[config.mk]
export PLATFORM = sky130hd
export DESIGN_NAME = packbits_bitmap_crop_decoder_core
export DESIGN_NICKNAME = d
export VERILOG_FILES = /design/src/rtl/core/pbcd_pkg.sv /design/src/rtl/core/pbcd_decode.sv /design/src/rtl/core/pbcd_out_fifo.sv /design/src/rtl/core/packbits_bitmap_crop_decoder_core.sv
export VERILOG_INCLUDE_DIRS = /design/src /design/src/rtl/core
export SDC_FILE = /design/constraint.sdc
export NUM_CORES = 1
export LEC_CHECK = 0
export ABC_AREA = 1
export BUFFER_PORTS_ARGS = -buffer_cell sky130_fd_sc_hd__buf_2
export CORE_MARGIN = 4
export CORE_UTILIZATION = 30
export DETAILED_ROUTE_END_ITERATION = 8
export PLACE_DENSITY = 0.42
export SETUP_SLACK_MARGIN = 0.02
export SLEW_MARGIN = 10
export SYNTH_ARGS = -nofsm -noshare
export SYNTH_HDL_FRONTEND = slang
export SYNTH_SLANG_ARGS = --single-unit
[constraint.sdc]
create_clock -name clk_i -period 7.2 [get_ports clk_i]
set_clock_uncertainty 0.1 [all_clocks]
set_input_delay 0.36 -clock clk_i [delete_from_list [all_inputs] [get_ports clk_i]]
set_output_delay 0.36 -clock clk_i [all_outputs]
set_load 0.01 [all_outputs]
[src/rtl/core/packbits_bitmap_crop_decoder_core_assert.svh]
// Assertion macros for the packbits bitmap crop decoder core.
`ifndef PACKBITS_BITMAP_CROP_DECODER_CORE_ASSERT_SVH
`define PACKBITS_BITMAP_CROP_DECODER_CORE_ASSERT_SVH

// Checks that a property holds at every clock edge outside reset.
`define PBCD_ASSERT(lbl, prop) \
  lbl: assert property (@(posedge clk_i) disable iff (!rst_ni) (prop)) \
    else $error("packbits decoder core check failed");

// Checks that a condition holds in the cycle after a trigger.
`define PBCD_ASSERT_NEXT(lbl, trig, cond) \
  lbl: assert property (@(posedge clk_i) disable iff (!rst_ni) (trig) |=> (cond)) \
    else $error("packbits decoder core sequence check failed");

`endif

[src/rtl/core/pbcd_pkg.sv]
// Shared types and constants of the packbits bitmap crop decoder core.
package pbcd_pkg;

  localparam int LINE_BITS_DEF     = 576;
  localparam int IMAGE_LINES_DEF   = 720;
  localparam int WINDOW_WIDTH_DEF  = 512;
  localparam int WINDOW_HEIGHT_DEF = 160;

  localparam int CFG_DATA_W = 11;
  localparam int CFG_IDX_W  = 2;

  localparam logic [CFG_IDX_W-1:0] CFG_X_OFFSET = 2'd0;
  localparam logic [CFG_IDX_W-1:0] CFG_Y_OFFSET = 2'd1;
  localparam logic [CFG_IDX_W-1:0] CFG_INVERT   = 2'd2;

  localparam int OQ_DEPTH = 4;
  localparam int OQ_PTR_W = $clog2(OQ_DEPTH);
  localparam int OQ_CNT_W = $clog2(OQ_DEPTH + 1);

  typedef struct packed {
    logic [7:0] out_byte;
    logic [7:0] copies;
    logic       is_padding;
    logic       last;
  } result_t;

  typedef struct packed {
    logic [1:0] cnt;
    result_t    r0;
    result_t    r1;
  } push_t;

endpackage

[src/rtl/core/pbcd_decode.sv]
// Input register, decode state and crop logic that turns one code byte into results.
module pbcd_decode import pbcd_pkg::*; #(
  parameter int LINE_BITS     = LINE_BITS_DEF,
  parameter int IMAGE_LINES   = IMAGE_LINES_DEF,
  parameter int WINDOW_WIDTH  = WINDOW_WIDTH_DEF,
  parameter int WINDOW_HEIGHT = WINDOW_HEIGHT_DEF
) (
  input  logic                  clk_i,
  input  logic                  rst_ni,
  input  logic                  cfg_we_i,
  input  logic [CFG_IDX_W-1:0]  cfg_idx_i,
  input  logic [CFG_DATA_W-1:0] cfg_data_i,
  input  logic                  in_valid_i,
  output logic                  in_stall_o,
  input  logic [7:0]            code_byte_i,
  input  logic                  room_i,
  output push_t                 push_o
);

  localparam int RUN_MAX = 129;
  localparam int LB_W    = $clog2(LINE_BITS + 8 * RUN_MAX + 8);
  localparam int XW      = LB_W + 1;
  localparam int CW      = LB_W + 3;
  localparam int YW      = $clog2(IMAGE_LINES + 1);
  localparam int YCW     = ((YW > CFG_DATA_W) ? YW : CFG_DATA_W) + 2;

  localparam logic [1:0] MODE_HEADER  = 2'd0;
  localparam logic [1:0] MODE_RUN     = 2'd1;
  localparam logic [1:0] MODE_LITERAL = 2'd2;

  localparam logic signed [CW-1:0]  WW_S = CW'(WINDOW_WIDTH);
  localparam logic signed [YCW-1:0] WH_S = YCW'(WINDOW_HEIGHT);

  logic signed [CFG_DATA_W-1:0] xo_q, yo_q;
  logic                         inv_q;
  logic                         in_vld_q;
  logic [7:0]                   byte_q;
  logic [1:0]                   mode_q, mode_d;
  logic [7:0]                   bl_q, bl_d;
  logic [LB_W-1:0]              lb_q, lb_d;
  logic [XW-1:0]                x_q, x_d;
  logic [YW-1:0]                y_q, y_d;
  logic                         done_q, done_d;

  logic                  fire, is_run, is_lit;
  logic signed [CW-1:0]  xo_s, x_s, lim_s, hi_d, lo_d, xn_s, pad_d;
  logic [CW-1:0]         hi_c, lo_c, cnt_e, top_c, n_c, pad_u;
  logic signed [YCW-1:0] y_s, yo_s, ylo_d, yhi_d;
  logic                  row_in, col_in, run_hit, lit_hit, data_hit, pad_hit;
  logic [10:0]           adv;
  logic [XW-1:0]         xn;
  logic [LB_W-1:0]       lbn;
  logic                  line_end, pkt_done, finish;
  logic [7:0]            data_val, run_n, pad_n;
  result_t               d_res, p_res;

  assign fire       = in_vld_q & room_i;
  assign in_stall_o = in_vld_q & ~room_i;

  always_ff @(posedge clk_i or negedge rst_ni) begin
    if (!rst_ni) begin
      xo_q  <= '0;
      yo_q  <= '0;
      inv_q <= 1'b0;
    end else if (cfg_we_i) begin
      case (cfg_idx_i)
        CFG_X_OFFSET: xo_q  <= cfg_data_i;
        CFG_Y_OFFSET: yo_q  <= cfg_data_i;
        CFG_INVERT:   inv_q <= cfg_data_i[0];
        default: ;
      endcase
    end
  end

  always_ff @(posedge clk_i or negedge rst_ni) begin
    if (!rst_ni) begin
      in_vld_q <= 1'b0;
    end else if (!in_vld_q || fire) begin
      in_vld_q <= in_valid_i;
    end
  end

  always_ff @(posedge clk_i) begin
    if (!in_vld_q || fire) begin
      byte_q <= code_byte_i;
    end
  end

  assign is_run = (mode_q == MODE_RUN);
  assign is_lit = (mode_q == MODE_LITERAL);

  // Window bounds in signed arithmetic wide enough for every offset.
  assign xo_s  = {{(CW - CFG_DATA_W){xo_q[CFG_DATA_W-1]}}, xo_q};
  assign x_s   = {{(CW - XW){1'b0}}, x_q};
  assign lim_s = WW_S + xo_s;
  assign hi_d  = lim_s - x_s;
  assign lo_d  = xo_s - x_s;

  assign y_s    = {{(YCW - YW){1'b0}}, y_q};
  assign yo_s   = {{(YCW - CFG_DATA_W){yo_q[CFG_DATA_W-1]}}, yo_q};
  assign ylo_d  = y_s - yo_s;
  assign yhi_d  = y_s - (WH_S + yo_s);
  assign row_in = !ylo_d[YCW-1] && yhi_d[YCW-1];

  assign col_in = (lo_d[CW-1] || lo_d == '0) && !hi_d[CW-1] && hi_d != '0;

  // The run covers byte indexes from lo_c up to min(count, hi_c) inside the window.
  assign hi_c  = (!hi_d[CW-1] && hi_d != '0) ? ((CW'(hi_d) + CW'(7)) >> 3) : '0;
  assign lo_c  = (!lo_d[CW-1] && lo_d != '0) ? ((CW'(lo_d) + CW'(7)) >> 3) : '0;
  assign cnt_e = CW'(bl_q);
  assign top_c = (hi_c < cnt_e) ? hi_c : cnt_e;
  assign n_c   = (top_c > lo_c) ? (top_c - lo_c) : '0;
  assign run_n = n_c[7:0];

  assign run_hit  = row_in && (n_c != '0);
  assign lit_hit  = row_in && col_in;
  assign data_hit = fire && !done_q && ((is_run && run_hit) || (is_lit && lit_hit));

  assign adv      = is_run ? {bl_q, 3'b000} : 11'd8;
  assign xn       = x_q + XW'(adv);
  assign lbn      = lb_q + LB_W'(adv);
  assign line_end = (lbn >= LB_W'(LINE_BITS));
  assign pkt_done = is_run || (is_lit && bl_q <= 8'd1);
  assign finish   = pkt_done && line_end;

  assign xn_s    = {{(CW - XW){1'b0}}, xn};
  assign pad_d   = lim_s - xn_s;
  assign pad_u   = CW'(pad_d);
  assign pad_n   = pad_u[10:3] + 8'd1;
  assign pad_hit = fire && !done_q && finish && row_in && !pad_d[CW-1];

  assign data_val = inv_q ? ~byte_q : byte_q;

  always_comb begin
    d_res            = '0;
    d_res.out_byte   = data_val;
    d_res.copies     = is_run ? run_n : 8'd1;
    d_res.is_padding = 1'b0;
    d_res.last       = !pad_hit;
    p_res            = '0;
    p_res.out_byte   = 8'd0;
    p_res.copies     = pad_n;
    p_res.is_padding = 1'b1;
    p_res.last       = 1'b1;
    push_o.cnt       = {1'b0, data_hit} + {1'b0, pad_hit};
    push_o.r0        = data_hit ? d_res : p_res;
    push_o.r1        = p_res;
  end

  always_comb begin
    mode_d = mode_q;
    bl_d   = bl_q;
    lb_d   = lb_q;
    x_d    = x_q;
    y_d    = y_q;
    done_d = done_q;
    if (fire && !done_q) begin
      case (mode_q)
        MODE_RUN: begin
          mode_d = MODE_HEADER;
          bl_d   = 8'd0;
          lb_d   = lbn;
          x_d    = xn;
        end
        MODE_LITERAL: begin
          lb_d = lbn;
          x_d  = xn;
          if (bl_q != 8'd0) begin
            bl_d = bl_q - 8'd1;
          end
          if (pkt_done) begin
            mode_d = MODE_HEADER;
          end
        end
        default: begin
          if (byte_q[7]) begin
            mode_d = MODE_RUN;
            bl_d   = 8'(9'd257 - {1'b0, byte_q});
          end else begin
            mode_d = MODE_LITERAL;
            bl_d   = byte_q + 8'd1;
          end
        end
      endcase
      if ((is_run || is_lit) && finish) begin
        x_d  = XW'(3);
        lb_d = '0;
        y_d  = y_q + YW'(1);
        if ((y_q + YW'(1)) >= YW'(IMAGE_LINES)) begin
          done_d = 1'b1;
        end
      end
    end
  end

  always_ff @(posedge clk_i or negedge rst_ni) begin
    if (!rst_ni) begin
      mode_q <= MODE_HEADER;
      bl_q   <= '0;
      lb_q   <= '0;
      x_q    <= '0;
      y_q    <= '0;
      done_q <= 1'b0;
    end else begin
      mode_q <= mode_d;
      bl_q   <= bl_d;
      lb_q   <= lb_d;
      x_q    <= x_d;
      y_q    <= y_d;
      done_q <= done_d;
    end
  end

endmodule

[src/rtl/core/pbcd_out_fifo.sv]
// Result queue that takes up to two results a cycle and hands out one unless out_stall_i is set.
module pbcd_out_fifo import pbcd_pkg::*; (
  input  logic                clk_i,
  input  logic                rst_ni,
  input  push_t               push_i,
  output logic [OQ_CNT_W-1:0] count_o,
  output logic                out_valid_o,
  input  logic                out_stall_i,
  output result_t             head_o
);

  result_t              mem_q [OQ_DEPTH];
  logic [OQ_PTR_W-1:0]  wr_q, wr_d, rd_q, rd_d;
  logic [OQ_CNT_W-1:0]  cnt_q, cnt_d;
  logic                 pop;

  assign pop         = (cnt_q != '0) && !out_stall_i;
  assign out_valid_o = (cnt_q != '0);
  assign head_o      = mem_q[rd_q];
  assign count_o     = cnt_q;

  assign wr_d  = wr_q + OQ_PTR_W'(push_i.cnt);
  assign rd_d  = rd_q + OQ_PTR_W'(pop);
  assign cnt_d = cnt_q + OQ_CNT_W'(push_i.cnt) - OQ_CNT_W'(pop);

  always_ff @(posedge clk_i) begin
    if (push_i.cnt != 2'd0) begin
      mem_q[wr_q] <= push_i.r0;
    end
    if (push_i.cnt == 2'd2) begin
      mem_q[wr_q + OQ_PTR_W'(1)] <= push_i.r1;
    end
  end

  always_ff @(posedge clk_i or negedge rst_ni) begin
    if (!rst_ni) begin
      wr_q  <= '0;
      rd_q  <= '0;
      cnt_q <= '0;
    end else begin
      wr_q  <= wr_d;
      rd_q  <= rd_d;
      cnt_q <= cnt_d;
    end
  end

endmodule

[src/rtl/core/packbits_bitmap_crop_decoder_core.sv]
// Top level of the packbits bitmap crop decoder core.
//
// Compressed bitmap bytes enter on the input channel (in_valid_i, in_stall_o,
// code_byte_i) and cropped bitmap results leave on the output channel
// (out_valid_o, out_stall_i, out_byte_o, copies_o, is_padding_o, last_o).
// Each result means that out_byte_o is written copies_o times in a row, and
// last_o marks the final result caused by one input item.
// An input item is held in the input register, where its results are worked
// out and pushed into a four-entry result queue once the queue has room; its
// first result is then shown from the queue. One item is taken per cycle
// while the queue has room; an item that closes a line can give two results,
// and those leave one per cycle while out_stall_i is low. The input side
// stalls while the queue holds more than two results, so a stalled receiver
// fills the queue and then holds back the input. Reset clears the decode
// state, the queue and the offset and invert registers; the cfg port must
// write them only while the block is idle, which the block does not enforce.
`include "packbits_bitmap_crop_decoder_core_assert.svh"

module packbits_bitmap_crop_decoder_core import pbcd_pkg::*; #(
  parameter int LINE_BITS     = LINE_BITS_DEF,
  parameter int IMAGE_LINES   = IMAGE_LINES_DEF,
  parameter int WINDOW_WIDTH  = WINDOW_WIDTH_DEF,
  parameter int WINDOW_HEIGHT = WINDOW_HEIGHT_DEF
) (
  input  logic                  clk_i,
  input  logic                  rst_ni,
  input  logic                  cfg_we_i,
  input  logic [CFG_IDX_W-1:0]  cfg_idx_i,
  input  logic [CFG_DATA_W-1:0] cfg_data_i,
  input  logic                  in_valid_i,
  output logic                  in_stall_o,
  input  logic [7:0]            code_byte_i,
  output logic                  out_valid_o,
  input  logic                  out_stall_i,
  output logic [7:0]            out_byte_o,
  output logic [7:0]            copies_o,
  output logic                  is_padding_o,
  output logic                  last_o
);

  push_t               push;
  logic [OQ_CNT_W-1:0] oq_count;
  logic                room;
  result_t             head;

  assign room = (oq_count <= OQ_CNT_W'(OQ_DEPTH - 2));

  pbcd_decode #(
    .LINE_BITS     (LINE_BITS),
    .IMAGE_LINES   (IMAGE_LINES),
    .WINDOW_WIDTH  (WINDOW_WIDTH),
    .WINDOW_HEIGHT (WINDOW_HEIGHT)
  ) u_decode (
    .clk_i       (clk_i),
    .rst_ni      (rst_ni),
    .cfg_we_i    (cfg_we_i),
    .cfg_idx_i   (cfg_idx_i),
    .cfg_data_i  (cfg_data_i),
    .in_valid_i  (in_valid_i),
    .in_stall_o  (in_stall_o),
    .code_byte_i (code_byte_i),
    .room_i      (room),
    .push_o      (push)
  );

  pbcd_out_fifo u_out_fifo (
    .clk_i       (clk_i),
    .rst_ni      (rst_ni),
    .push_i      (push),
    .count_o     (oq_count),
    .out_valid_o (out_valid_o),
    .out_stall_i (out_stall_i),
    .head_o      (head)
  );

  assign out_byte_o   = head.out_byte;
  assign copies_o     = head.copies;
  assign is_padding_o = head.is_padding;
  assign last_o       = head.last;

  `PBCD_ASSERT(a_count_bound, oq_count <= OQ_CNT_W'(OQ_DEPTH))
  `PBCD_ASSERT(a_copies_nonzero, out_valid_o |-> (copies_o != 8'd0))
  `PBCD_ASSERT(a_pad_shape, (out_valid_o && is_padding_o) |-> (out_byte_o == 8'd0 && last_o))
  `PBCD_ASSERT_NEXT(a_full_hold, (oq_count == OQ_CNT_W'(OQ_DEPTH)) && out_stall_i, oq_count == OQ_CNT_W'(OQ_DEPTH))

endmodule

Word level (Yosys, flattened, before mapping):

Memory sizes are Yosys's and may differ from the RTL's.
Cells that the tools add are included.

* add/subtract/negate cells: 23
* magnitude comparators: 6
* equality and inequality tests: 7
* mux-type cells: 22
* bitwise gates (word level): 4
* reduce and logical (&&, ||, !) cells: 49

Operators with widths (number)
* $mux W11: 5
* $reduce_bool A14 Y1: 3
* $mux W8: 4
* $add A14 B3 Y14 const B: 2
* $mux W14: 2
* $sub A14 B13 Y14: 2
* $mux W12: 2
* $logic_and A1 B1 Y1: 18
* $mux W18: 1
* $add A8 B1 Y8 const B: 2
* $pmux W8 S2: 1
* $gt A14 B14 Y1: 1
* $logic_not A14 Y1: 1
* $lt A14 B8 Y1: 1
* $reduce_and A2 Y1: 7
* $sub A11 B13 Y14: 1
* $sub A14 B14 Y14: 1
* $sub A11 B13 Y13: 1
* $add A11 B11 Y12 const A: 1
* $add A12 B11 Y12: 1
* $add A9 B11 Y12 const A: 1
* $sub A11 B11 Y12: 1
* $add A11 B11 Y11: 1
* $ge A11 B10 Y1 const B: 1
* other kinds (29): 50

* register bits after elaboration: 83
* bits in writable memories: 72
* output and inout port bits: 20
* word-level logic and storage cells: 126
* memories kept: 1

Memory list
* u_out_fifo.mem_q: words 4, width 18, rd ports 1, clocked after memory_dff 0, write ports 2, line pbcd_out_fifo.sv:12 `result_t mem_q [OQ_DEPTH];`

Logic depth before layout (Yosys ltp):

* depth in word-level cells: 18
* mapped depth: 50

By module:

Synthesis repeated with hierarchy kept, for this count alone.

* cell total of the unflattened synthesis: 1572
* area total of the unflattened synthesis: 12056.6 µm²

Modules (own cells, without submodules)
* pbcd_decode: instances 1, cells an instance 1150, area an instance 7880.1 µm², sequential area each 1816.7 µm²
* pbcd_out_fifo: instances 1, cells an instance 421, area an instance 4167.7 µm², sequential area each 2337.2 µm²
* packbits_bitmap_crop_decoder_core: instances 1, cells an instance 1, area an instance 8.8 µm², sequential area each 0.0 µm²

Least setup slack after synthesis:

Ideal clock, no wire load.

* kind: register to register
* start: register u_decode.x_q[1]
* end: memory u_out_fifo.mem_q[0][10] (netlist name)
* library setup time: 0.114 ns
* arrival time: 6.658 ns
* setup slack: 0.328 ns
* cell stages (with the launch flop): 49
* clock period less this slack: 6.872 ns
* cells stage by stage: dfrtp_1 > ha_1 > fa_1 > nand2_2 > nand2_1 > nand2_2 > xor2_1 > inv_1 > nor2_1 > inv_1 > nor2_1 > inv_1 > nand2_1 > nand2_1 > nor2_1 > ha_1 > a21oi_1 > nor2_1 > [13 not listed] > nand3_1 > nand2_1 > nand2_1 > o21ai_0 > nand2_1 > nand2_2 > nand2_8 > nand2_4 > inv_4 > buf_6 > ha_1 > inv_1 > nor3_1 > inv_1 > nand2_1 > inv_1 > nand2_1 > nand2_1

RTL lines
* from (decl): line pbcd_decode.sv:41 `logic [XW-1:0] x_q, x_d;`
* from (signal assigned): line pbcd_decode.sv:201 `x_q <= '0;`
* from (signal assigned): line pbcd_decode.sv:208 `x_q <= x_d;`
* to (decl): line pbcd_out_fifo.sv:12

Worst setup path in the final report:

* start: register u_decode.x_q[1]
* end: register u_out_fifo.cnt_q[2], in the netlist u_out_fifo.count_o[2]

* longest elaborated chain between the ends: 16

RTL lines
* parallel branches: the longest is 13 deep, another holds $sub A14 B13 Y14
* $add A1 B1 Y2 (*): line pbcd_decode.sv:145 `push_o.cnt = {1'b0, data_hit} + {1'b0, pad_hit};`
* $add A3 B2 Y3 (*): line pbcd_out_fifo.sv:24 `assign cnt_d = cnt_q + OQ_CNT_W'(push_i.cnt) - OQ_CNT_W'(pop);`
* $sub A3 B1 Y3 (*): line pbcd_out_fifo.sv:24
* named net u_out_fifo.cnt_d[2]: line pbcd_out_fifo.sv:14 `logic [OQ_CNT_W-1:0] cnt_q, cnt_d;`
* to (signal assigned): line pbcd_out_fifo.sv:43 `cnt_q <= cnt_d;`
* to (decl): line pbcd_out_fifo.sv:14

Mark *: on every way through the listed nets, which the timed path passes.
A chain may end at the register's enable or synchronous reset.

==> run_results.csv <==
group,metric,value,unit
outcome,status,"finished, final reports clean",
yosys,synth_top_area_share,0.157,
yosys,yosys_register_bits,150,
timing,slew_headroom,0.357,
clock_network,root_buffer,"clkbuf_16",
setup_path,startpoint_type,"register",
timing,setup_ws,0.449,ns
yosys,synth_xor_xnor_area_share,0.0495,
setup_path,crit_top_cell,"nand2_1",
power,p_comb_frac,0.688,
power,peakVddDrop,0.000247,V
power,p_int,3.09,mW
yosys,yosysWarnings,0,
drt,viasPerCell,4.72,
final_layout,mostFrequentLayoutCells,"389 x nand2_1, 208 x inv_1, 134 x nand3_1, 119 x nor2_1, 98 x o21ai_0",
yosys,synth.yosys.seq_area_share,0.337,
grt,track_usage,0.159,
grt,grt_pass1_vias,9668,
power,p_seq_frac,0.180,
min_path,min_path_type,"input port to register",
power,p_sw_frac,0.529,
clock_network,clkTransAtPathRegs,0.07,ns
yosys,synthMuxAreaShare,0,
yosys,yosys.area.top_type,"dfrtp_1",
place,postPlaceCellArea,11900,µm²
yosys,synthAdderAreaFrac,0.111,
final_layout,fin_util,0.351,
floorplanning,die_w,201,µm
job,cap_viol_max_count,0,
clock_network,cts_tree,"built",
grt,grt_pass1_wl,51800,µm
yosys,synth_compound_area_frac,0.117,
setup_path,critPathCaptureType,"register",
final_layout,diodes,0,
clock_network,htreeDepth,4,
timing,layout_min_cycle_time,6.75,ns
drt,first_iter_violations,508,
setup_path,max_stage_delay,0.41,ns
final_layout,drive_gt1_frac,0.120,
power,powerDensity,511,nW/µm²
clock_network,cts_buffer_depth,2,
final_layout,areaGrowthSynthToFinish,15.4,%
power,p_switching,3.48,mW
setup_path,arrival,6.98,ns
drt,vias,9882,
power,p_leak,6.27,nW
floorplanning,dieArea,40200,µm²
yosys,synth_top_family_by_area,"simple AND/OR/NAND/NOR gates",
floorplanning,start_util,0.304,
final_layout,fin_area,12800,µm²
setup_path,crit_slowest_cell,"dfrtp_1",
place,hpwl,24900,µm
drt,drc_errors,0,
timing,hold_viol_final,0,
place,port_buffers,45,
yosys,synthDistinctLibCells,52,
yosys,syn_inst,1541,
drt,wl,32000,µm
clock_network,cts_buffers,17,
clock_network,cts.sinks,150,
clock_network,insertion_delay,0.44,ns
yosys,synth_area_leaders,"dfrtp_1 16%, nand2_1 13%, edfxtp_1 11%, ha_1 10%, dfxtp_1 7.2%",
final_layout,num-nets-final,1736,
floorplanning,fp.dieH,201,µm
grt,antenna_found_initial,0,
yosys,postSynthAreaPerCell,7.22,µm²
timing,setup_viol_count_final,0,
floorplanning,pin_count,46,
timing,max_freq,0.148,GHz
yosys,syn-cell-area,11100,µm²
timing,holdWs,0.0444,ns
drt,ant_nets,0,
grt,grt_max_degree,71,
setup_path,required,7.43,ns
drt,drt_pass1_iterations,5,
timing,post-route-period-util,0.938,
floorplanning,rows,70,
floorplanning,core,36600,µm²
place,post-place-ws,0.0774,ns
drt,wire_per_inst,15.3,µm
place,place_congestion,0.831,
final_layout,layout_commonest_cell,"nand2_1",
timing,worstMarginPinSlew,0.964,ns
setup_path,cp_max_fo,9,
timing,rsz0062_at_grt,"false",
power,clockPowerShare,0.131,
timing,setup_tns,0,ns
yosys,synthSimpleGateAreaFrac,0.295,
timing,maxSlewViolCount,0,
setup_path,crit_type,"register to register",
grt,overflow,0,
-- synthesized netlist by cell type, drive strengths merged --
master     n
a211o      1
a211oi     1
a21oi     65
a22oi      1
a2bb2oi    1
a31oi      9
and2       1
buf        7
clkbuf    29
clkinv     2
conb       1
dfrtp     70
dfxtp     40
edfxtp    40
fa         5
ha        91
inv      214
nand2    412
nand3    142
nand3b     5
nand4     12
nor2     129
nor3      21
nor4       1
o2111ai    2
o211ai     5
o21ai    103
o21bai     8
o221ai     2
o22ai     34
o2bb2ai    1
o31ai      3
or2       21
xnor2     13
xor2      49
-- per-layer routing --
| metal | part of all wire | wire length (µm) | vias to the layer above | GRT usage |
|---|---|---|---|---|
| met5 | 0 | 0 | - | 0 |
| met4 | 0.012 | 376 | 0 | 0.0396 |
| met3 | 0.025 | 793 | 27 | 0.0258 |
| met2 | 0.49 | 15600 | 125 | 0.274 |
| met1 | 0.48 | 15200 | 4545 | 0.208 |
| li1 | - | - | 5185 | - |
-- logic make-up after synthesis --
logic type	Yosys count
and+or+nand+nor	744
buffers and inverters	252
AOI/OAI and AO/OA	236
DFF	150
adders and majority gates	96
xor gates and xnor gates	62
other	1
-- final cells by class --
class	instances	area, µm²
fillers	3979	23800
clock buffers	20	478
multi-input cells	1141	6540
inverters	216	813
repair buffers	88	588
well taps	468	586
flip-flops and latches	150	3750
clock inverters	12	90.1
-- registers in the layout, summed over array words and instances, names as in the netlist --
| name | cells |
|---|---|
| u_decode.yo_q | 11 |
| u_decode.xo_q | 11 |
| u_decode.mode_q | 2 |
| u_out_fifo.mem_q | 72 |
| u_out_fifo.rd_q | 2 |
| u_out_fifo.wr_q | 2 |
| u_out_fifo.count_o | 3 |
| u_decode.y_q | 10 |
| u_decode.done_q | 1 |
| u_decode.inv_q | 1 |
| u_decode.lb_q | 8 |
| u_decode.x_q | 10 |
| u_decode.in_vld_q | 1 |
| u_decode.byte_q | 8 |
| u_decode.bl_q | 8 |
-- worst paths after layout --
kind,start,slack [ns],endpoint,depth (start not counted)
setup / recovery,u_decode.x_q[1],0.45,u_out_fifo.count_o[2],43
hold / removal,cfg_we_i,0.04,u_decode.inv_q,2
setup reg to reg,u_decode.x_q[1],0.45,u_out_fifo.count_o[2],43
hold reg to reg,u_out_fifo.mem_q[2][11],0.35,u_out_fifo.mem_q[2][11],2
max in group asynchronous,rst_ni,5.85,u_decode.bl_q[2],2
min in group asynchronous,rst_ni,0.48,u_decode.yo_q[7],2
-- through the flow --
stage / cells / power, mW
after floorplan: 1543 / 4.36
after CTS: 2085 / 6.41
after global placement: 2043 / 5.54
after detailed placement: 2043 / 5.51
after global routing: 2095 / 7.28
final: 2095 / 6.57
-- power by group through the flow --
stage	Clock, mW	Sequential, mW	Combinational [mW]
2_1_floorplan	0	1.12	3.24
3_5_place_dp	0	1.20	4.31
5_1_grt	0.932	1.21	5.14
4_1_cts	0.893	1.18	4.33
6_report	0.863	1.18	4.52
3_3_place_gp	0	1.21	4.33
-- critical path: cells and delay by family, from the launching register on --
kind / cells / cell delay, ns
and+or+nand+nor: 26 / 2.42
adders and majority gates: 7 / 2.07
AOI/OAI and AO/OA: 3 / 0.70
buffers and inverters: 4 / 0.40
DFF: 1 / 0.41
xor gates and xnor gates: 3 / 0.49
-- repair_timing --
| item | in CTS | in global routing |
|---|---|---|
| endpoints found under the hold margin | 11 | 0 |
| gates resized for setup | 0 | 37 |
| setup buffers | 0 | 10 |
| endpoints found under the setup margin | 0 | 107 |
| hold buffers | 10 | 0 |
(Power assumes the default switching activity.)
